$ cat src/design/qkt_pkg.sv
// ============================================================================
// qkt_pkg
// Shared types, token codes, character constants and the keyword table of
// the query keyword tokenizer.
// ============================================================================
`default_nettype none

package qkt_pkg;

  // Word buffer geometry.
  localparam int MAX_WORD_LEN = 11;
  localparam int LEN_W        = $clog2(MAX_WORD_LEN + 1);
  localparam int IDX_W        = $clog2(MAX_WORD_LEN);

  // Keyword table: each entry is padded with trailing spaces to KW_CHARS bytes.
  localparam int NUM_KEYWORDS = 14;
  localparam int KW_CHARS     = 11;

  localparam logic [KW_CHARS*8-1:0] KW_TEXT [NUM_KEYWORDS] = '{
    "select     ",
    "where      ",
    "files      ",
    "directories",
    "all        ",
    "recursive  ",
    "move       ",
    "copy       ",
    "delete     ",
    "display    ",
    "extension  ",
    "size       ",
    "and        ",
    "or         "
  };

  localparam int KW_LEN [NUM_KEYWORDS] = '{6, 5, 5, 11, 3, 9, 4, 4, 6, 7, 9, 4, 3, 2};

  // Token codes.
  typedef logic [4:0] token_code_t;

  localparam token_code_t CODE_NONE    = 5'd0;
  localparam token_code_t CODE_STRING  = 5'd14;
  localparam token_code_t CODE_EQ      = 5'd15;
  localparam token_code_t CODE_SEMI    = 5'd16;
  localparam token_code_t CODE_LPAREN  = 5'd17;
  localparam token_code_t CODE_RPAREN  = 5'd18;
  localparam token_code_t CODE_COMMA   = 5'd19;
  localparam token_code_t CODE_NUMBER  = 5'd20;
  localparam token_code_t CODE_DONE    = 5'd21;
  localparam token_code_t CODE_INVALID = 5'd22;

  // Characters with a meaning of their own.
  localparam logic [7:0] CH_QUOTE  = 8'h22;
  localparam logic [7:0] CH_EQ     = 8'h3D;
  localparam logic [7:0] CH_SEMI   = 8'h3B;
  localparam logic [7:0] CH_LPAREN = 8'h28;
  localparam logic [7:0] CH_RPAREN = 8'h29;
  localparam logic [7:0] CH_COMMA  = 8'h2C;
  localparam logic [7:0] CH_SPACE  = 8'h20;
  localparam logic [7:0] CH_TAB    = 8'h09;
  localparam logic [7:0] CH_CR     = 8'h0D;

  // Lexer modes.
  typedef enum logic [4:0] {
    MODE_IDLE   = 5'b00001,
    MODE_STRING = 5'b00010,
    MODE_NUMBER = 5'b00100,
    MODE_WORD   = 5'b01000,
    MODE_DEAD   = 5'b10000
  } lex_mode_t;

  // One result item.
  typedef struct packed {
    token_code_t token_code;
    logic        token_done;
    logic [7:0]  lexeme_char;
    logic        char_valid;
    logic        last_result;
  } result_t;

  // Results of one input item, handed from the lexer to the output queue.
  typedef struct packed {
    logic [1:0] count;
    result_t    first;
    result_t    second;
  } push_t;

  // Builds a result with the last flag clear.
  function automatic result_t mk_res(token_code_t code, logic done, logic [7:0] ch,
                                     logic cv);
    result_t r;
    r.token_code  = code;
    r.token_done  = done;
    r.lexeme_char = ch;
    r.char_valid  = cv;
    r.last_result = 1'b0;
    return r;
  endfunction

endpackage

`default_nettype wire

$ cat src/design/qkt_in_if.sv
// ============================================================================
// qkt_in_if
// Source character channel: valid/ready handshake with a byte and an
// end-of-input flag.
// ============================================================================
`default_nettype none

interface qkt_in_if;
  logic       valid;
  logic       ready;
  logic [7:0] in_char;
  logic       end_of_input;

  modport source (output valid, output in_char, output end_of_input, input ready);
  modport sink   (input valid, input in_char, input end_of_input, output ready);
endinterface

`default_nettype wire

$ cat src/design/qkt_out_if.sv
// ============================================================================
// qkt_out_if
// Token result channel: valid/ready handshake with one result item.
// ============================================================================
`default_nettype none

interface qkt_out_if;
  logic       valid;
  logic       ready;
  logic [4:0] token_code;
  logic       token_done;
  logic [7:0] lexeme_char;
  logic       char_valid;
  logic       last_result;

  modport source (output valid, output token_code, output token_done,
                  output lexeme_char, output char_valid, output last_result,
                  input ready);
  modport sink   (input valid, input token_code, input token_done,
                  input lexeme_char, input char_valid, input last_result,
                  output ready);
endinterface

`default_nettype wire

$ cat src/design/qkt_lexer.sv
// ============================================================================
// qkt_lexer
// Input register, lexer state, word buffer and keyword match. Each item
// yields up to two results, pushed into the output queue in the same cycle.
// ============================================================================
`default_nettype none

module qkt_lexer (
  input  wire             clk,
  input  wire             rst,
  qkt_in_if.sink          item_in,
  input  wire             room,
  output qkt_pkg::push_t  push
);

  // Input register.
  logic       in_valid;
  logic [7:0] in_char;
  logic       in_eoi;
  logic       adv;

  // Lexer state.
  qkt_pkg::lex_mode_t             mode;
  qkt_pkg::lex_mode_t             mode_next;
  logic [qkt_pkg::LEN_W-1:0]      len;
  logic [qkt_pkg::LEN_W-1:0]      len_next;
  logic [7:0]                     word_buf [qkt_pkg::MAX_WORD_LEN];
  logic                           wr_en;
  logic [qkt_pkg::IDX_W-1:0]      wr_idx;

  // Character classes.
  logic is_space;
  logic is_letter;
  logic is_digit;

  // Outcome of handling the character as in idle.
  logic                ic_emit;
  qkt_pkg::result_t    ic_res;
  qkt_pkg::lex_mode_t  ic_mode;
  logic                ic_start;

  // Keyword match.
  logic                 kw_hit;
  logic                 kw_eq;
  qkt_pkg::token_code_t kw_code;

  // Results of this item.
  logic [1:0]       n_res;
  qkt_pkg::result_t r0;
  qkt_pkg::result_t r1;

  // The registered item moves on when the queue has room for two results.
  assign adv          = in_valid && room;
  assign item_in.ready = !in_valid || room;

  always_ff @(posedge clk) begin
    if (rst) begin
      in_valid <= 1'b0;
    end else if (item_in.ready) begin
      in_valid <= item_in.valid;
    end
    if (item_in.ready && item_in.valid) begin
      in_char <= item_in.in_char;
      in_eoi  <= item_in.end_of_input;
    end
  end

  // Character classes of the registered byte.
  assign is_space  = (in_char == qkt_pkg::CH_SPACE) ||
                     ((in_char >= qkt_pkg::CH_TAB) && (in_char <= qkt_pkg::CH_CR));
  assign is_letter = ((in_char >= 8'h61) && (in_char <= 8'h7A)) ||
                     ((in_char >= 8'h41) && (in_char <= 8'h5A));
  assign is_digit  = (in_char >= 8'h30) && (in_char <= 8'h39);

  // Compare the buffered word against every keyword in parallel.
  always_comb begin
    kw_hit  = 1'b0;
    kw_code = qkt_pkg::CODE_NONE;
    kw_eq   = 1'b0;
    for (int k = 0; k < qkt_pkg::NUM_KEYWORDS; k++) begin
      kw_eq = (len == qkt_pkg::LEN_W'(qkt_pkg::KW_LEN[k]));
      for (int i = 0; i < qkt_pkg::KW_CHARS; i++) begin
        if ((i < qkt_pkg::KW_LEN[k]) &&
            (word_buf[i] != qkt_pkg::KW_TEXT[k][(qkt_pkg::KW_CHARS-1-i)*8 +: 8])) begin
          kw_eq = 1'b0;
        end
      end
      if (kw_eq) begin
        kw_hit  = 1'b1;
        kw_code = 5'(k);
      end
    end
  end

  // What a character does when no token is open.
  always_comb begin
    ic_emit  = 1'b0;
    ic_res   = '0;
    ic_mode  = qkt_pkg::MODE_IDLE;
    ic_start = 1'b0;
    if (!is_space) begin
      case (in_char)
        qkt_pkg::CH_QUOTE: begin
          ic_mode = qkt_pkg::MODE_STRING;
        end
        qkt_pkg::CH_EQ: begin
          ic_emit = 1'b1;
          ic_res  = qkt_pkg::mk_res(qkt_pkg::CODE_EQ, 1'b1, in_char, 1'b1);
        end
        qkt_pkg::CH_SEMI: begin
          ic_emit = 1'b1;
          ic_res  = qkt_pkg::mk_res(qkt_pkg::CODE_SEMI, 1'b1, in_char, 1'b1);
        end
        qkt_pkg::CH_LPAREN: begin
          ic_emit = 1'b1;
          ic_res  = qkt_pkg::mk_res(qkt_pkg::CODE_LPAREN, 1'b1, in_char, 1'b1);
        end
        qkt_pkg::CH_RPAREN: begin
          ic_emit = 1'b1;
          ic_res  = qkt_pkg::mk_res(qkt_pkg::CODE_RPAREN, 1'b1, in_char, 1'b1);
        end
        qkt_pkg::CH_COMMA: begin
          ic_emit = 1'b1;
          ic_res  = qkt_pkg::mk_res(qkt_pkg::CODE_COMMA, 1'b1, in_char, 1'b1);
        end
        default: begin
          ic_emit = 1'b1;
          if (is_letter) begin
            ic_mode  = qkt_pkg::MODE_WORD;
            ic_start = 1'b1;
            ic_res   = qkt_pkg::mk_res(qkt_pkg::CODE_NONE, 1'b0, in_char, 1'b1);
          end else if (is_digit) begin
            ic_mode = qkt_pkg::MODE_NUMBER;
            ic_res  = qkt_pkg::mk_res(qkt_pkg::CODE_NONE, 1'b0, in_char, 1'b1);
          end else begin
            ic_mode = qkt_pkg::MODE_DEAD;
            ic_res  = qkt_pkg::mk_res(qkt_pkg::CODE_INVALID, 1'b1, 8'h00, 1'b0);
          end
        end
      endcase
    end
  end

  // Main lexer step: results, next mode and word buffer write.
  always_comb begin
    n_res     = 2'd0;
    r0        = '0;
    r1        = '0;
    mode_next = mode;
    len_next  = len;
    wr_en     = 1'b0;
    wr_idx    = len[qkt_pkg::IDX_W-1:0];
    unique case (mode)
      qkt_pkg::MODE_IDLE: begin
        if (in_eoi) begin
          r0    = qkt_pkg::mk_res(qkt_pkg::CODE_DONE, 1'b1, 8'h00, 1'b0);
          n_res = 2'd1;
        end else begin
          r0        = ic_res;
          n_res     = {1'b0, ic_emit};
          mode_next = ic_mode;
          if (ic_start) begin
            wr_en    = 1'b1;
            wr_idx   = '0;
            len_next = qkt_pkg::LEN_W'(1);
          end
        end
      end
      qkt_pkg::MODE_STRING: begin
        if (in_eoi) begin
          r0        = qkt_pkg::mk_res(qkt_pkg::CODE_STRING, 1'b1, 8'h00, 1'b0);
          r1        = qkt_pkg::mk_res(qkt_pkg::CODE_DONE, 1'b1, 8'h00, 1'b0);
          n_res     = 2'd2;
          mode_next = qkt_pkg::MODE_IDLE;
        end else if (in_char == qkt_pkg::CH_QUOTE) begin
          r0        = qkt_pkg::mk_res(qkt_pkg::CODE_STRING, 1'b1, 8'h00, 1'b0);
          n_res     = 2'd1;
          mode_next = qkt_pkg::MODE_IDLE;
        end else if (!is_space) begin
          r0    = qkt_pkg::mk_res(qkt_pkg::CODE_NONE, 1'b0, in_char, 1'b1);
          n_res = 2'd1;
        end
      end
      qkt_pkg::MODE_NUMBER: begin
        if (in_eoi) begin
          r0        = qkt_pkg::mk_res(qkt_pkg::CODE_NUMBER, 1'b1, 8'h00, 1'b0);
          r1        = qkt_pkg::mk_res(qkt_pkg::CODE_DONE, 1'b1, 8'h00, 1'b0);
          n_res     = 2'd2;
          mode_next = qkt_pkg::MODE_IDLE;
        end else if (is_digit) begin
          r0    = qkt_pkg::mk_res(qkt_pkg::CODE_NONE, 1'b0, in_char, 1'b1);
          n_res = 2'd1;
        end else begin
          // Close the number, then treat the character as in idle.
          r0        = qkt_pkg::mk_res(qkt_pkg::CODE_NUMBER, 1'b1, 8'h00, 1'b0);
          r1        = ic_res;
          n_res     = ic_emit ? 2'd2 : 2'd1;
          mode_next = ic_mode;
          if (ic_start) begin
            wr_en    = 1'b1;
            wr_idx   = '0;
            len_next = qkt_pkg::LEN_W'(1);
          end
        end
      end
      qkt_pkg::MODE_WORD: begin
        if (in_eoi) begin
          if (kw_hit) begin
            r0        = qkt_pkg::mk_res(kw_code, 1'b1, 8'h00, 1'b0);
            r1        = qkt_pkg::mk_res(qkt_pkg::CODE_DONE, 1'b1, 8'h00, 1'b0);
            n_res     = 2'd2;
            mode_next = qkt_pkg::MODE_IDLE;
          end else begin
            r0        = qkt_pkg::mk_res(qkt_pkg::CODE_INVALID, 1'b1, 8'h00, 1'b0);
            n_res     = 2'd1;
            mode_next = qkt_pkg::MODE_DEAD;
          end
        end else if (is_letter) begin
          if (len >= qkt_pkg::LEN_W'(qkt_pkg::MAX_WORD_LEN)) begin
            // The word outgrows the buffer.
            r0        = qkt_pkg::mk_res(qkt_pkg::CODE_INVALID, 1'b1, 8'h00, 1'b0);
            n_res     = 2'd1;
            mode_next = qkt_pkg::MODE_DEAD;
          end else begin
            wr_en    = 1'b1;
            len_next = len + qkt_pkg::LEN_W'(1);
            r0       = qkt_pkg::mk_res(qkt_pkg::CODE_NONE, 1'b0, in_char, 1'b1);
            n_res    = 2'd1;
          end
        end else if (kw_hit) begin
          // Close the keyword, then treat the character as in idle.
          r0        = qkt_pkg::mk_res(kw_code, 1'b1, 8'h00, 1'b0);
          r1        = ic_res;
          n_res     = ic_emit ? 2'd2 : 2'd1;
          mode_next = ic_mode;
          if (ic_start) begin
            wr_en    = 1'b1;
            wr_idx   = '0;
            len_next = qkt_pkg::LEN_W'(1);
          end
        end else begin
          r0        = qkt_pkg::mk_res(qkt_pkg::CODE_INVALID, 1'b1, 8'h00, 1'b0);
          n_res     = 2'd1;
          mode_next = qkt_pkg::MODE_DEAD;
        end
      end
      qkt_pkg::MODE_DEAD: begin
        n_res = 2'd0;
      end
      default: begin
        mode_next = qkt_pkg::MODE_IDLE;
      end
    endcase
    if (n_res == 2'd1) begin
      r0.last_result = 1'b1;
    end
    if (n_res == 2'd2) begin
      r1.last_result = 1'b1;
    end
  end

  // State update when the item is handed on.
  always_ff @(posedge clk) begin
    if (rst) begin
      mode <= qkt_pkg::MODE_IDLE;
      len  <= '0;
    end else if (adv) begin
      mode <= mode_next;
      len  <= len_next;
    end
  end

  // Word buffer: written one letter at a time, no reset.
  always_ff @(posedge clk) begin
    if (adv && wr_en) begin
      word_buf[wr_idx] <= in_char;
    end
  end

  assign push.count  = adv ? n_res : 2'd0;
  assign push.first  = r0;
  assign push.second = r1;

endmodule

`default_nettype wire

$ cat src/design/qkt_out_queue.sv
// ============================================================================
// qkt_out_queue
// Four-entry queue: takes up to two results per cycle, delivers one on ready.
// ============================================================================
`default_nettype none

module qkt_out_queue (
  input  wire             clk,
  input  wire             rst,
  input  qkt_pkg::push_t  push,
  output logic            room,
  qkt_out_if.source       result_out
);

  qkt_pkg::result_t entry [4];
  logic [1:0]       head;
  logic [1:0]       tail;
  logic [2:0]       fill;
  logic             pop;
  qkt_pkg::result_t head_res;

  // Room for a full pair of results, judged on the registered fill only.
  assign room = (fill <= 3'd2);
  assign pop  = (fill != 3'd0) && result_out.ready;

  always_ff @(posedge clk) begin
    if (rst) begin
      head <= '0;
      tail <= '0;
      fill <= '0;
    end else begin
      head <= head + {1'b0, pop};
      tail <= tail + push.count;
      fill <= fill + {1'b0, push.count} - {2'b00, pop};
    end
  end

  // Entry storage, no reset.
  always_ff @(posedge clk) begin
    if (push.count != 2'd0) begin
      entry[tail] <= push.first;
    end
    if (push.count == 2'd2) begin
      entry[tail + 2'd1] <= push.second;
    end
  end

  assign head_res               = entry[head];
  assign result_out.valid       = (fill != 3'd0);
  assign result_out.token_code  = head_res.token_code;
  assign result_out.token_done  = head_res.token_done;
  assign result_out.lexeme_char = head_res.lexeme_char;
  assign result_out.char_valid  = head_res.char_valid;
  assign result_out.last_result = head_res.last_result;

endmodule

`default_nettype wire

$ cat src/design/query_keyword_tokenizer_unit.sv
// ============================================================================
// query_keyword_tokenizer_unit
// Tokenizer for a small query language: one character or end-of-input mark
// per item in, character echoes and token codes out.
// ============================================================================
//
//   Channel     Dir  Payload                                        Handshake
//   item_in     in   in_char[8], end_of_input                       valid/ready
//   result_out  out  token_code[5], token_done, lexeme_char[8],     valid/ready
//                    char_valid, last_result
//
// One item is accepted per cycle while the four-entry result queue holds at
// most two results; an item gives zero, one or two results, delivered one
// per cycle while result_out.ready is high, via input register and queue.
// Synchronous reset returns the lexer to idle and empties the queue.
// A stall on the result side fills the queue and then holds the input
// register, which in turn drops item_in.ready.
`default_nettype none

module query_keyword_tokenizer_unit (
  input  wire        clk,
  input  wire        rst,
  qkt_in_if.sink     item_in,
  qkt_out_if.source  result_out
);

  qkt_pkg::push_t push;
  logic           room;

  // Lexer with its input register.
  qkt_lexer u_lexer (
    .clk     (clk),
    .rst     (rst),
    .item_in (item_in),
    .room    (room),
    .push    (push)
  );

  // Result queue in front of the output channel.
  qkt_out_queue u_queue (
    .clk        (clk),
    .rst        (rst),
    .push       (push),
    .room       (room),
    .result_out (result_out)
  );

endmodule

`default_nettype wire
$ cat src/flat_wrapper.sv
// flat-port wrapper written by rule: the top's interface ports become plain ports
module query_keyword_tokenizer_unit_flat 
  (clk, rst, item_in_valid, item_in_in_char, item_in_end_of_input, item_in_ready, result_out_valid, result_out_token_code, result_out_token_done, result_out_lexeme_char, result_out_char_valid, result_out_last_result, result_out_ready);
  qkt_in_if item_in_i ();
  qkt_out_if result_out_i ();
  input  wire clk;
  input  wire rst;
  input wire logic [$bits(item_in_i.valid)-1:0] item_in_valid;
  input wire logic [$bits(item_in_i.in_char)-1:0] item_in_in_char;
  input wire logic [$bits(item_in_i.end_of_input)-1:0] item_in_end_of_input;
  output wire logic [$bits(item_in_i.ready)-1:0] item_in_ready;
  output wire logic [$bits(result_out_i.valid)-1:0] result_out_valid;
  output wire logic [$bits(result_out_i.token_code)-1:0] result_out_token_code;
  output wire logic [$bits(result_out_i.token_done)-1:0] result_out_token_done;
  output wire logic [$bits(result_out_i.lexeme_char)-1:0] result_out_lexeme_char;
  output wire logic [$bits(result_out_i.char_valid)-1:0] result_out_char_valid;
  output wire logic [$bits(result_out_i.last_result)-1:0] result_out_last_result;
  input wire logic [$bits(result_out_i.ready)-1:0] result_out_ready;
  assign item_in_i.valid = item_in_valid;
  assign item_in_i.in_char = item_in_in_char;
  assign item_in_i.end_of_input = item_in_end_of_input;
  assign item_in_ready = item_in_i.ready;
  assign result_out_valid = result_out_i.valid;
  assign result_out_token_code = result_out_i.token_code;
  assign result_out_token_done = result_out_i.token_done;
  assign result_out_lexeme_char = result_out_i.lexeme_char;
  assign result_out_char_valid = result_out_i.char_valid;
  assign result_out_last_result = result_out_i.last_result;
  assign result_out_i.ready = result_out_ready;
  query_keyword_tokenizer_unit u_core (.clk(clk), .rst(rst), .item_in(item_in_i), .result_out(result_out_i));
endmodule
$ cat config.mk
export PLATFORM = sky130hd
export DESIGN_NAME = query_keyword_tokenizer_unit_flat
export DESIGN_NICKNAME = d
export VERILOG_FILES = /design/src/design/qkt_pkg.sv /design/src/design/qkt_in_if.sv /design/src/design/qkt_out_if.sv /design/src/design/qkt_lexer.sv /design/src/design/qkt_out_queue.sv /design/src/design/query_keyword_tokenizer_unit.sv /design/src/flat_wrapper.sv
export SDC_FILE = /design/constraint.sdc
export NUM_CORES = 1
export LEC_CHECK = 0
export ABC_AREA = 1
export CELL_PAD_IN_SITES_DETAIL_PLACEMENT = 1
export CELL_PAD_IN_SITES_GLOBAL_PLACEMENT = 1
export CORE_MARGIN = 4
export CORE_UTILIZATION = 34
export DETAILED_ROUTE_END_ITERATION = 6
export DONT_BUFFER_PORTS = 1
export PLACE_DENSITY_LB_ADDON = 0.1
export SETUP_SLACK_MARGIN = 0.4
export SYNTH_ARGS = -nofsm -noshare
export SYNTH_HDL_FRONTEND = slang
export SYNTH_SLANG_ARGS = --single-unit
export TNS_END_PERCENT = 20
$ cat constraint.sdc
create_clock -name clk -period 4.5 [get_ports clk]
set_input_delay 0.45 -clock clk [delete_from_list [all_inputs] [get_ports clk]]
set_output_delay 0.45 -clock clk [all_outputs]
set_load 0.03 [all_outputs]
---- Yosys cells after proc, flatten, opt, wreduce, memory -nomap -nowiden ----
Memories as Yosys holds them, arrays and structs flattened. A register that Yosys moved wholly into a read port is not among the register bits.
Cells that the tools add are included.
word-level totals
  bits in writable memories ............... 152
  output and inout bits ................... 18
  bits in registers ....................... 26
  memories ................................ 2
  bits of input ports ..................... 13
operators by class
  reduce and logical (&&, ||, !) cells .... 19
  bitwise gates (word level) .............. 1
  mux-type cells .......................... 195
  $add $sub $neg .......................... 6
  equality and inequality tests ........... 87
  order comparisons ....................... 10
memory list
  name                     depth  bits a word  rd ports  clocked after memory_dff  wr ports  RTL line             text
  u_core.u_lexer.word_buf  11     8            11        0                         1         qkt_lexer.sv:27      logic [7:0] word_buf [qkt_pkg::MAX_WORD_LEN];
  u_core.u_queue.entry     4      16           1         1                         2         qkt_out_queue.sv:15  qkt_pkg::result_t entry [4];
operators by type and width
  kind                  number
  $ne A8 B7 Y1 const B  55
  $mux W16              17
  $mux W1               116
  $pmux W16 S6          1
  $mux W5               17
  $mux W4               17
  $pmux W16 S4          1
  $eq A8 B6 Y1 const B  7
  $pmux W16 S3          1
  $mux W15              2
  $pmux W5 S5           1
  $mux W2               12
  $pmux W4 S3           2
  $eq A4 B3 Y1 const B  4
  $ge A8 B7 Y1 const B  2
  $le A8 B7 Y1 const B  2
  $mux W3               4
  $ne A3 B3 Y1 const B  4
  $mux W10              1
  $pmux W5 S2           1
  $eq A4 B2 Y1 const B  2
  $eq A4 B4 Y1 const B  2
  $ge A8 B4 Y1 const B  1
  $ge A8 B6 Y1 const B  1
  31 further kinds      45

---- Depth between registers and ports, before layout ----
Gate-level depths: netlist (run 1).
An unclocked memory read counts as a cell.
  depth in word-level cells ............... 32
  gate-level depth with buffers ........... 24

---- Hierarchy ----
From an unflattened synthesis (run 1), not the netlist that was laid out.
unflattened totals
  cells, all modules ...................... 1090
  area total of the unflattened synthesis .. 9723.1 sq um
modules (own cells, without submodules)
  module         cells an instance  seq. area each (sq um)  area an instance (sq um)  instances
  qkt_lexer      721                3113.0                  5960.7                    1
  qkt_out_queue  369                2062.0                  3762.4                    1

---- Worst setup path before layout (run 1) ----
No wires, ideal clock.
  kind .................................... flip-flop to flip-flop
  start point ............................. register u_core.u_lexer.in_char[7]
  end point ............................... register u_core.u_queue.fill[2]
  cell stages (with the launch flop) ...... 21
  clock period less this slack ............ 2.993 ns
  required time ........................... 4.372 ns
  library setup time ...................... 0.128 ns
  data arrival time ....................... 2.866 ns
  setup slack ............................. 1.507 ns
  buffers on the path ..................... 0
  path through ............................ edfxtp_1 inv_1 nand2_1 inv_1 nand3_1 o21ai_0 inv_1 nand2_1 o21ai_0 o21ai_0 a21oi_1 nand2_1 nand2_1 ha_1 inv_1 ha_1 inv_1 fa_1 xor2_1 inv_1 nor2_1
on the way
  word-level cells in the longest chain between the ends .. 12
  elaborated cells between the ends (all ways) .. 32
RTL lines
  what                                                 RTL line                            text
  start, declared                                      qkt_lexer.sv:18                     logic [7:0] in_char;
  start signal, assigned                               qkt_lexer.sv:63                     in_char <= item_in.in_char;
  $ge A8 B4 Y1 / $le A8 B4 Y1 (equally long branches)  qkt_lexer.sv:70                     ((in_char >= qkt_pkg::CH_TAB) && (in_char <= qkt_pkg::CH_CR));
  $logic_and A1 B1 Y1                                  qkt_lexer.sv:70
  $logic_or A1 B1 Y1                                   qkt_lexer.sv:69                     assign is_space = (in_char == qkt_pkg::CH_SPACE) ||
  $mux W1                                              qkt_lexer.sv:101                    if (!is_space) begin
  $mux W2                                              qkt_lexer.sv:197, qkt_lexer.sv:234
  $mux W2                                              qkt_lexer.sv:230                    end else if (kw_hit) begin
  $mux W2                                              qkt_lexer.sv:218                    end else if (is_letter) begin
  $mux W2                                              qkt_lexer.sv:207                    if (in_eoi) begin
  $pmux W2 S4 (*)                                      qkt_lexer.sv:153                    unique case (mode)
  $mux W2 (*)                                          qkt_lexer.sv:280                    assign push.count = adv ? n_res : 2'd0;
  $add A3 B2 Y3 (*)                                    qkt_out_queue.sv:34                 fill <= fill + {1'b0, push.count} - {2'b00, pop};
  $sub A3 B1 Y3 (*)                                    qkt_out_queue.sv:34
  end signal, assigned                                 qkt_out_queue.sv:34
  end, declared                                        qkt_out_queue.sv:18                 logic [2:0] fill;
Every way passes the cells marked *; elsewhere a longest branch is shown, timed or not.
A chain may end at the register's enable or synchronous reset.

---- Worst setup path in the final report (run 1) ----
  start point ............................. register u_core.u_lexer.in_char[4]
  end point ............................... register u_core.u_queue.fill[2]
The elaborated chain is that of the path after synthesis.

==> flow_summary_export.csv, run 1 <==
group,metric,value,unit
run_status,status,"finished, final reports clean",
place,finalWeightedCongestion,0.886,
clocking,path_clk_slew,0.08,ns
routing,drtIter0Drc,524,
clocking,numCtsBuffers,17,
setup_path,cp-end-kind,"flip-flop",
setup_path,start_kind,"flip-flop",
power_and_ir_drop,leakagePower,0.00407,uW
hold_path,worstHoldPathType,"in2reg",
power_and_ir_drop,p_total,4280,uW
floorplanning,initial_core_util,0.346,
synthesis,ys.flop_type,"edfxtp_1",
synthesis,synth-compound-area-share,0.0881,
clocking,cts_sinks,178,
sta,slew_headroom,0.327,
synthesis,synth-seq-area-share,0.555,
floorplanning,die_w,174,um
synthesis,synth_top_family_by_area,"simple AND/OR/NAND/NOR gates",
flow_run,max_cap_violations,0,
grt,grt_max_degree,34,
routing,vias_per_cell,4.97,
clocking,ctsLongestPathBuffers,2,
layout,fin_area,10400,um2
sta,fin_worst_skew,0.0145,ns
clocking,cts_max_level,4,
synthesis,syn_nets,1111,
floorplanning,die_area,30100,um2
synthesis,yosys.area.top_type,"edfxtp_1",
routing,drtPass1Iterations,5,
place,dp_hpwl,21.2,mm
routing,drcViolationCount,0,
place,portBuffers,0,
clocking,cts_tree,"built",
layout,n_antenna_cell,0,
power_and_ir_drop,power_density,410,nW/um2
place,placed_cells,1431,
synthesis,netlist_area,9320,um2
layout,finalNetCount,1138,
sta,fin_setup_tns,0,ns
synthesis,synth.distinct_cells,43,
floorplanning,die_y,174,um
routing,dr_total_vias,7305,
setup_path,worstPathCellList,"buf_4 -> nor3_1 -> o211ai_1 -> o21ai_0 -> inv_1 -> nand2_1 -> o21ai_0 -> o21ai_0 -> a21oi_1 -> nand2_1 -> nand2_1 -> ha_1 -> inv_1 -> ha_1 -> inv_1 -> fa_1 -> xor2_1 -> inv_1 -> nor2_1",
setup_path,worst-path-buf-inv,5,
grt,grt_pass1_wl,44.6,mm
grt,grt.overflow.total,0,
layout,drive_gt1_frac,0.0816,
routing,wl,28.2,mm
clocking,ctsResizeCount,0,
power_and_ir_drop,vdd_drop_max,211,uV
sta,hold_viol,0,
synthesis,syn_inst,1088,
sta,fmax,278,MHz
clocking,clock_latency,0.44,ns
floorplanning,core_area,27000,um2
synthesis,synth_mux_area_frac,0,
sta,setup_viol,0,
synthesis,syn_avg_cell_area,8.57,um2
floorplanning,pin_count,31,
layout,area_growth,12.1,%
setup_path,cp.arrival,3.98,ns
layout,nFillCells,3134,
routing,antenna_left,0,
setup_path,path_class,"reg2reg",
grt,first_global_vias,7627,
synthesis,ys_warn_count,0,
setup_path,cp_max_fo,9,
synthesis,synth_area_leaders,"edfxtp_1, nand2_1, nor2_1",
floorplanning,row_count,60,
clocking,cts-root-buf,"clkbuf_16",
setup_path,required,4.88,ns
sta,tightest_slew,1.01,ns
sta,post-route-period-util,0.799,
place,dpl_cell_area,9800,um2
setup_path,cp_slowest_stage_delay,0.70,ns
synthesis,ys_async_sr_fraction,0,
synthesis,yosys_register_bits,178,
grt,grtUsageTotal,0.190,
layout,final_cells,1469,
synthesis,synth-edff-count,161,
synthesis,synth_fa_ha_area_frac,0.0142,
setup_path,crit_family,"adder cells",
synthesis,synth_simple_gate_area_share,0.267,
synthesis,synthXorXnorAreaFrac,0.00376,
routing,avgRoutedWirePerCell,19.2,um
setup_path,slowest_stage,"edfxtp_1",
sta,rsz0062_at_grt,"false",
sta,fin_crit,3.60,ns
sta,drv_slew,0,
setup_path,cp_common_cell,"inv_1",
synthesis,synth_top_area_frac,0.519,
grt,grt_antenna_before_repair,0,
synth_stat cells, types with 4 or more instances:
cell / number
edfxtp_1: 161
nand3_1: 52
a21oi_1: 23
o22ai_1: 16
nand4_1: 15
o21ai_0: 79
nor3_1: 20
nor2_4: 5
dfxtp_1: 17
inv_1: 150
nand4_2: 4
clkbuf_1: 13
buf_6: 4
nor2_2: 7
o21ai_1: 8
nand2_1: 266
ha_1: 9
nor2_1: 196
layout by cell type (no fill, tap or decap), types with 8 or more instances in the layout:
cell | Yosys | layout
a21oi_1 | 23 | 23
buf_4 | 0 | 25
clkbuf_16 | 0 | 17
dfxtp_1 | 17 | 17
edfxtp_1 | 161 | 161
ha_1 | 9 | 9
inv_1 | 150 | 150
nand2_1 | 266 | 266
nand3_1 | 52 | 52
nand4_1 | 15 | 15
nor2_1 | 196 | 196
nor3_1 | 20 | 20
o21ai_0 | 79 | 79
o21ai_1 | 8 | 8
o22ai_1 | 16 | 16
per-layer routing:
layer / up-vias / global-route usage / routed length [um]
met5: - / 0 / 0
met4: 0 / 0.0372 / 259
met3: 20 / 0.0262 / 927
met2: 122 / 0.285 / 12200
met1: 3522 / 0.294 / 14800
li1: 3641 / - / -
metrics by stage:
stage	utilization	worst slack [ns]	hold slack (ns)
floorplan	-	1.51	0.439
global placement	0.363	0.823	0.447
detailed placement	0.363	0.711	0.451
CTS	0.386	0.677	0.0479
global route	0.388	0.474	0.0461
finish	0.388	0.903	0.0652
state kept, by name, indices dropped and copies added, names as in the netlist:
signal                   flops
u_core.u_lexer.word_buf     88
u_core.u_queue.entry        64
u_core.u_lexer.in_char       8
u_core.u_lexer.mode          5
u_core.u_lexer.len           4
u_core.u_queue.fill          3
u_core.u_queue.head          2
u_core.u_queue.tail          2
u_core.u_lexer.in_eoi        1
u_core.u_lexer.in_valid      1
final timing paths:
path                             start                      to  slack [ns]  cells after the start
min reg2reg     u_core.u_lexer.mode[1]  u_core.u_lexer.mode[1]        0.46                      2
max          u_core.u_lexer.in_char[4]  u_core.u_queue.fill[2]        0.90                     19
max reg2reg  u_core.u_lexer.in_char[4]  u_core.u_queue.fill[2]        0.90                     19
min                                rst  u_core.u_lexer.mode[4]        0.07                      1
cell type report:
| class | instances | area [um2] | share of cell area |
|---|---|---|---|
| Timing Repair Buffer | 25 | 188 | 0.0180 |
| Clock buffer | 17 | 425 | 0.0407 |
| Tap cell | 341 | 427 | 0.0409 |
| Multi-Input combinational cell | 739 | 3470 | 0.333 |
| Sequential cell | 178 | 5170 | 0.496 |
| Inverter | 154 | 578 | 0.0553 |
| Clock inverter | 15 | 178 | 0.0170 |
power by group:
| group | internal [uW] | leakage [uW] | switching (uW) |
|---|---|---|---|
| clock network | 756 | 0.000294 | 774 |
| logic | 192 | 0.00217 | 610 |
| registers | 1890 | 0.00160 | 55.9 |
| total | 2840 | 0.00407 | 1440 |
cell families after synthesis:
| family | count (synthesis) |
|---|---|
| compound gates | 145 |
| xor+xnor | 4 |
| fa+ha+maj | 10 |
| buf+inv | 171 |
| flops | 178 |
| simple gates | 580 |
timing repair:
item	in CTS	in global routing
setup endpoints to repair	0	2
buffers inserted	0	6
hold buffers	0	0
endpoints found under the hold margin	0	0
(Power assumes the default switching activity.)
==> run 2, diff against run 1 <==
clock period = 3.7 ns   (was 4.5 ns; I/O delays follow)
==> flow_summary_export.csv, run 2 (same netlist as run 1, synthesis figures left out) <==
group,metric,value,unit
sta,fin_setup_tns,0,ns
layout,fin_util,0.404,
layout,largest-register,"u_core.u_lexer.word_buf",
routing,antenna_left,0,
setup_path,r2r_setup_slack,0.61,ns
setup_path,endpoint,"u_core.u_queue.fill[2]",
layout,finalNetCount,1171,
clocking,cts-root-buf,"clkbuf_16",
layout,drive_gt1_frac,0.142,
layout,n_antenna_cell,0,
grt,grtUsageTotal,0.193,
sta,fmax,324,MHz
setup_path,cp.arrival,3.42,ns
layout,nFillCells,3114,
floorplanning,row_count,60,
sta,hold_viol,0,
place,place_worst_setup_slack,0.268,ns
routing,avgRoutedWirePerCell,19.3,um
hold_path,worstHoldPathType,"in2reg",
place,portBuffers,0,
setup_path,rr_worst_depth,21,
grt,grt_antenna_before_repair,0,
floorplanning,initial_core_util,0.346,
place,finalWeightedCongestion,0.905,
clocking,cts_max_level,4,
floorplanning,die_y,174,um
place,dp_hpwl,21.3,mm
routing,wl,29.0,mm
grt,first_global_vias,7639,
setup_path,cp_max_fo,5,
floorplanning,core_area,27000,um2
layout,top_regs,"u_core.u_lexer.word_buf (88), u_core.u_queue.entry (64), u_core.u_lexer.in_char (8)",
routing,drtIter0Drc,535,
setup_path,start_kind,"flip-flop",
run_status,status,"finished, final reports clean",
floorplanning,die_w,174,um
sta,tightest_slew,0.848,ns
sta,post-route-period-util,0.834,
clocking,clock_latency,0.44,ns
routing,vias_per_cell,5.02,
setup_path,cp-end-kind,"flip-flop",
power_and_ir_drop,power_density,480,nW/um2
grt,grt.overflow.total,0,
layout,layout_common_cells,"nand2_1, nor2_1, edfxtp_1",
floorplanning,die_area,30100,um2
setup_path,path_class,"reg2reg",
setup_path,crit_path_start,"u_core.u_lexer.word_buf[2][2]",
clocking,numCtsBuffers,17,
sta,rsz0062_at_grt,"false",
layout,final_common_cell,"nand2_1",
grt,grt_max_degree,34,
clocking,ctsLongestPathBuffers,2,
power_and_ir_drop,vdd_drop_max,238,uV
setup_path,required,4.03,ns
clocking,path_clk_slew,0.08,ns
routing,drtPass1Iterations,5,
sta,whs,0.0242,ns
layout,fin_area,10900,um2
clocking,cts_sinks,178,
routing,drcViolationCount,0,
floorplanning,pin_count,31,
clocking,cts_tree,"built",
power_and_ir_drop,leakagePower,0.00423,uW
sta,final.setup.worst_slack,0.613,ns
sta,fin_worst_skew,0.0151,ns
grt,grt_pass1_wl,44.9,mm
routing,dr_total_vias,7535,
setup_path,reg2reg_to,"u_core.u_queue.fill[2]",
setup_path,reg2reg_from,"u_core.u_lexer.word_buf[2][2]",
sta,slew_headroom,0.443,
place,dpl_cell_area,9950,um2
layout,area_growth,16.7,%
flow_run,max_cap_violations,0,
sta,drv_slew,0,
layout,largest_reg_flops,88,
sta,setup_viol,0,
sta,fin_crit,3.09,ns
run 2: repair_timing:
action,4_1_cts,5_1_grt
buffers inserted,0,10
pin swaps,0,14
resized for setup,5,58
endpoints found under the setup margin,2,94
hold endpoints to repair,12,0
hold buffers,9,0
run 2: critical path: stages, from the launching register on:
cell and delay, ns:
edfxtp_1 0.47, nor2_1 0.20, nand3_1 0.15, nor2_1 0.13
nand2_1 0.06, nor2_1 0.10, nand3_1 0.18, nand3_2 0.14
nor2_2 0.05, nand2_2 0.11, nand2_2 0.08, nand2_2 0.09
nand2_2 0.08, nand2_4 0.09, ha_4 0.20, inv_1 0.05
ha_1 0.13, inv_1 0.05, fa_1 0.37, xor2_1 0.17
inv_1 0.06, nor2_1 0.03
run 2: final cells by class:
type	instances	area (um2)	area share
Clock buffer	17	425	0.0391
Clock inverter	14	145	0.0133
Inverter	154	582	0.0535
Multi-Input combinational cell	739	3650	0.336
Sequential cell	178	5180	0.477
Tap cell	341	427	0.0392
Timing Repair Buffer	58	465	0.0428
run 2: per-stage QoR:
| stage | total power (uW) | cells |
|---|---|---|
| 2_1_floorplan | 3140 | 1088 |
| 3_3_place_gp | 3440 | 1451 |
| 3_5_place_dp | 3450 | 1451 |
| 4_1_cts | 5240 | 1491 |
| 5_1_grt | 5460 | 1501 |
| 6_report | 5220 | 1501 |
run 2: how the worst min path moves through the flow:
stage / cells past startpoint / from / endpoint / slack (ns)
5_1_grt: 0 / item_in_in_char[7] / u_core.u_lexer.in_char[7] / 0.001
4_1_cts: 0 / item_in_in_char[7] / u_core.u_lexer.in_char[7] / 0.009
3_3_place_gp: 1 / rst / u_core.u_queue.fill[1] / 0.44
3_5_place_dp: 1 / rst / u_core.u_lexer.mode[2] / 0.44
6_report: 0 / item_in_in_char[6] / u_core.u_lexer.in_char[6] / 0.02
2_1_floorplan: 1 / rst / u_core.u_lexer.mode[1] / 0.44
run 2: where the power goes:
| group | internal [uW] | leakage (uW) | total [uW] | switching, uW |
|---|---|---|---|---|
| Clock | 895 | 0.000267 | 1790 | 897 |
| Sequential | 2300 | 0.00160 | 2340 | 42.5 |
| Combinational | 278 | 0.00236 | 1090 | 813 |
run 2: layer usage:
layer | share of wire | global-route usage | up-vias | wire (um)
met3 | 0.042 | 0.0340 | 20 | 1210
li1 | - | - | 3708 | -
met1 | 0.51 | 0.289 | 3662 | 14800
met4 | 0.0090 | 0.0379 | 0 | 262
met5 | 0 | 0 | - | 0
met2 | 0.44 | 0.296 | 145 | 12800
==> run 3, diff against run 2 <==
clock period = 2.51 ns   (was 3.7 ns; I/O delays follow)
==> flow_summary_export.csv, run 3 (same netlist as run 1, synthesis figures left out) <==
group,metric,value,unit
power_and_ir_drop,switching_share,0.333,
sta,tightest_slew,0.642,ns
routing,vias_per_cell,4.90,
grt,first_global_vias,8833,
floorplanning,die_y,174,um
layout,fin_util,0.490,
layout,largest_reg_flops,88,
hold_path,worstHoldPathType,"in2reg",
grt,grt.overflow.total,0,
clocking,numCtsBuffers,17,
floorplanning,core_area,27000,um2
routing,drcViolationCount,0,
place,dp_hpwl,23.3,mm
sta,fin_worst_skew,0.0137,ns
layout,final_common_cell,"nand2_1",
floorplanning,initial_core_util,0.346,
setup_path,required,2.66,ns
layout,top_regs,"u_core.u_lexer.word_buf (88), u_core.u_queue.entry (64), u_core.u_lexer.in_char (8)",
power_and_ir_drop,power.switching,2780,uW
setup_path,cp_max_fo,8,
routing,dr_total_vias,8366,
power_and_ir_drop,leakagePower,0.00542,uW
sta,whs,-0.134,ns
setup_path,cp.arrival,3.03,ns
clocking,path_clk_slew,0.08,ns
place,dpl_cell_area,11400,um2
floorplanning,row_count,60,
clocking,cts-root-buf,"clkbuf_16",
grt,grt_pass1_wl,49.8,mm
setup_path,cp-end-kind,"flip-flop",
floorplanning,pin_count,31,
power_and_ir_drop,p_comb_frac,0.261,
layout,largest-register,"u_core.u_lexer.word_buf",
sta,fmax,347,MHz
place,portBuffers,0,
grt,grt_antenna_before_repair,1,
routing,drtPass1Iterations,7,
sta,drv_slew,0,
power_and_ir_drop,vdd_drop_max,452,uV
routing,antenna_left,0,
layout,area_growth,41.7,%
layout,n_antenna_cell,0,
routing,avgRoutedWirePerCell,18.8,um
layout,drive_gt1_frac,0.338,
floorplanning,die_area,30100,um2
sta,slew_headroom,0.571,
sta,hold_viol,9,
sta,final.setup.worst_slack,-0.368,ns
clocking,clock_latency,0.44,ns
sta,fin_crit,2.88,ns
sta,fin_setup_tns,-38.25,ns
power_and_ir_drop,clock_power_share,0.323,
run_status,failed_checks,"negative hold slack, negative setup slack",
layout,finalNetCount,1377,
power_and_ir_drop,power.share.sequential,0.416,
flow_run,max_cap_violations,0,
sta,post-route-period-util,1.15,
routing,wl,32.1,mm
setup_path,start_kind,"flip-flop",
clocking,cts_max_level,4,
clocking,ctsLongestPathBuffers,2,
clocking,hold_buffers,12,
sta,setup_viol,158,
setup_path,path_class,"reg2reg",
power_and_ir_drop,cellInternalPower,5560,uW
sta,rsz0062_at_grt,"true",
layout,layout_common_cells,"nand2_1, buf_4, edfxtp_1",
grt,grt_max_degree,33,
floorplanning,die_w,174,um
clocking,cts_tree,"built",
clocking,cts_sinks,178,
grt,grtUsageTotal,0.213,
place,finalWeightedCongestion,0.937,
run_status,status,"complete, but fails checks",
routing,drtIter0Drc,485,
power_and_ir_drop,power_density,632,nW/um2
layout,fin_area,13200,um2
-- run 3: power by group through the flow --
stage / Combinational, uW / Clock, uW / Sequential, uW
global placement: 1890 / 0 / 3530
detailed placement: 1920 / 0 / 3530
finish: 2180 / 2690 / 3470
CTS: 2130 / 2750 / 3470
floorplan: 1130 / 0 / 3530
global route: 2380 / 2900 / 3490
-- run 3: cell type report --
cell class              instances  area (um2)
fillers                      3091       13700
flip-flops and latches        178        5180
multi-input cells             740        4180
repair buffers                263        2240
inverters                     154         586
clock buffers                  18         429
well taps                     341         427
clock inverters                14         158
-- run 3: worst paths after layout --
path	startpoint	endpoint	slack [ns]	cells after the start
worst max-delay path	u_core.u_lexer.word_buf[2][1]	u_core.u_queue.entry[3][8]	-0.37	23
worst min-delay path	rst	u_core.u_queue.fill[0]	-0.13	1
worst max register to register	u_core.u_lexer.word_buf[2][1]	u_core.u_queue.entry[3][8]	-0.37	23
worst min register to register	u_core.u_lexer.mode[1]	u_core.u_lexer.mode[1]	0.46	2
-- run 3: critical path, cell delays in order (launching register included) --
cell	delay, ns
edfxtp_1	0.47
buf_6	0.16
nand2_4	0.07
nor2_1	0.05
nand2_1	0.06
nor2_2	0.05
nand2_1	0.05
nor2_1	0.05
nand2_1	0.11
nand4_1	0.18
nor2_4	0.19
nand2_4	0.07
nand2_4	0.09
nand2_4	0.06
nand2_4	0.06
nand2_4	0.06
buf_6	0.12
buf_6	0.10
buf_6	0.12
nand2_8	0.07
buf_6	0.10
nand2_4	0.05
nand2_8	0.10
buf_12	0.14
-- run 3: per-layer routing --
layer	part of all wire	track usage	vias up
li1	-	-	4136
met1	0.51	0.323	4046
met2	0.44	0.323	153
met3	0.035	0.0284	31
met4	0.012	0.0479	0
met5	0	0	-
-- run 3: through the flow --
stage | worst slack (ns) | instances | power [uW]
after floorplan | -0.245 | 1088 | 4660
after global placement | -0.674 | 1621 | 5420
after detailed placement | -0.637 | 1621 | 5450
after CTS | -0.400 | 1694 | 8350
after global routing | -0.543 | 1708 | 8770
final | -0.368 | 1708 | 8340
-- run 3: timing repair --
action                                  CTS  global route
endpoints found under the setup margin  230           231
pin swaps                                42            24
cloned                                    4             1
endpoints found under the hold margin    21             9
setup buffers                            25            13
gates resized for setup                 139            73
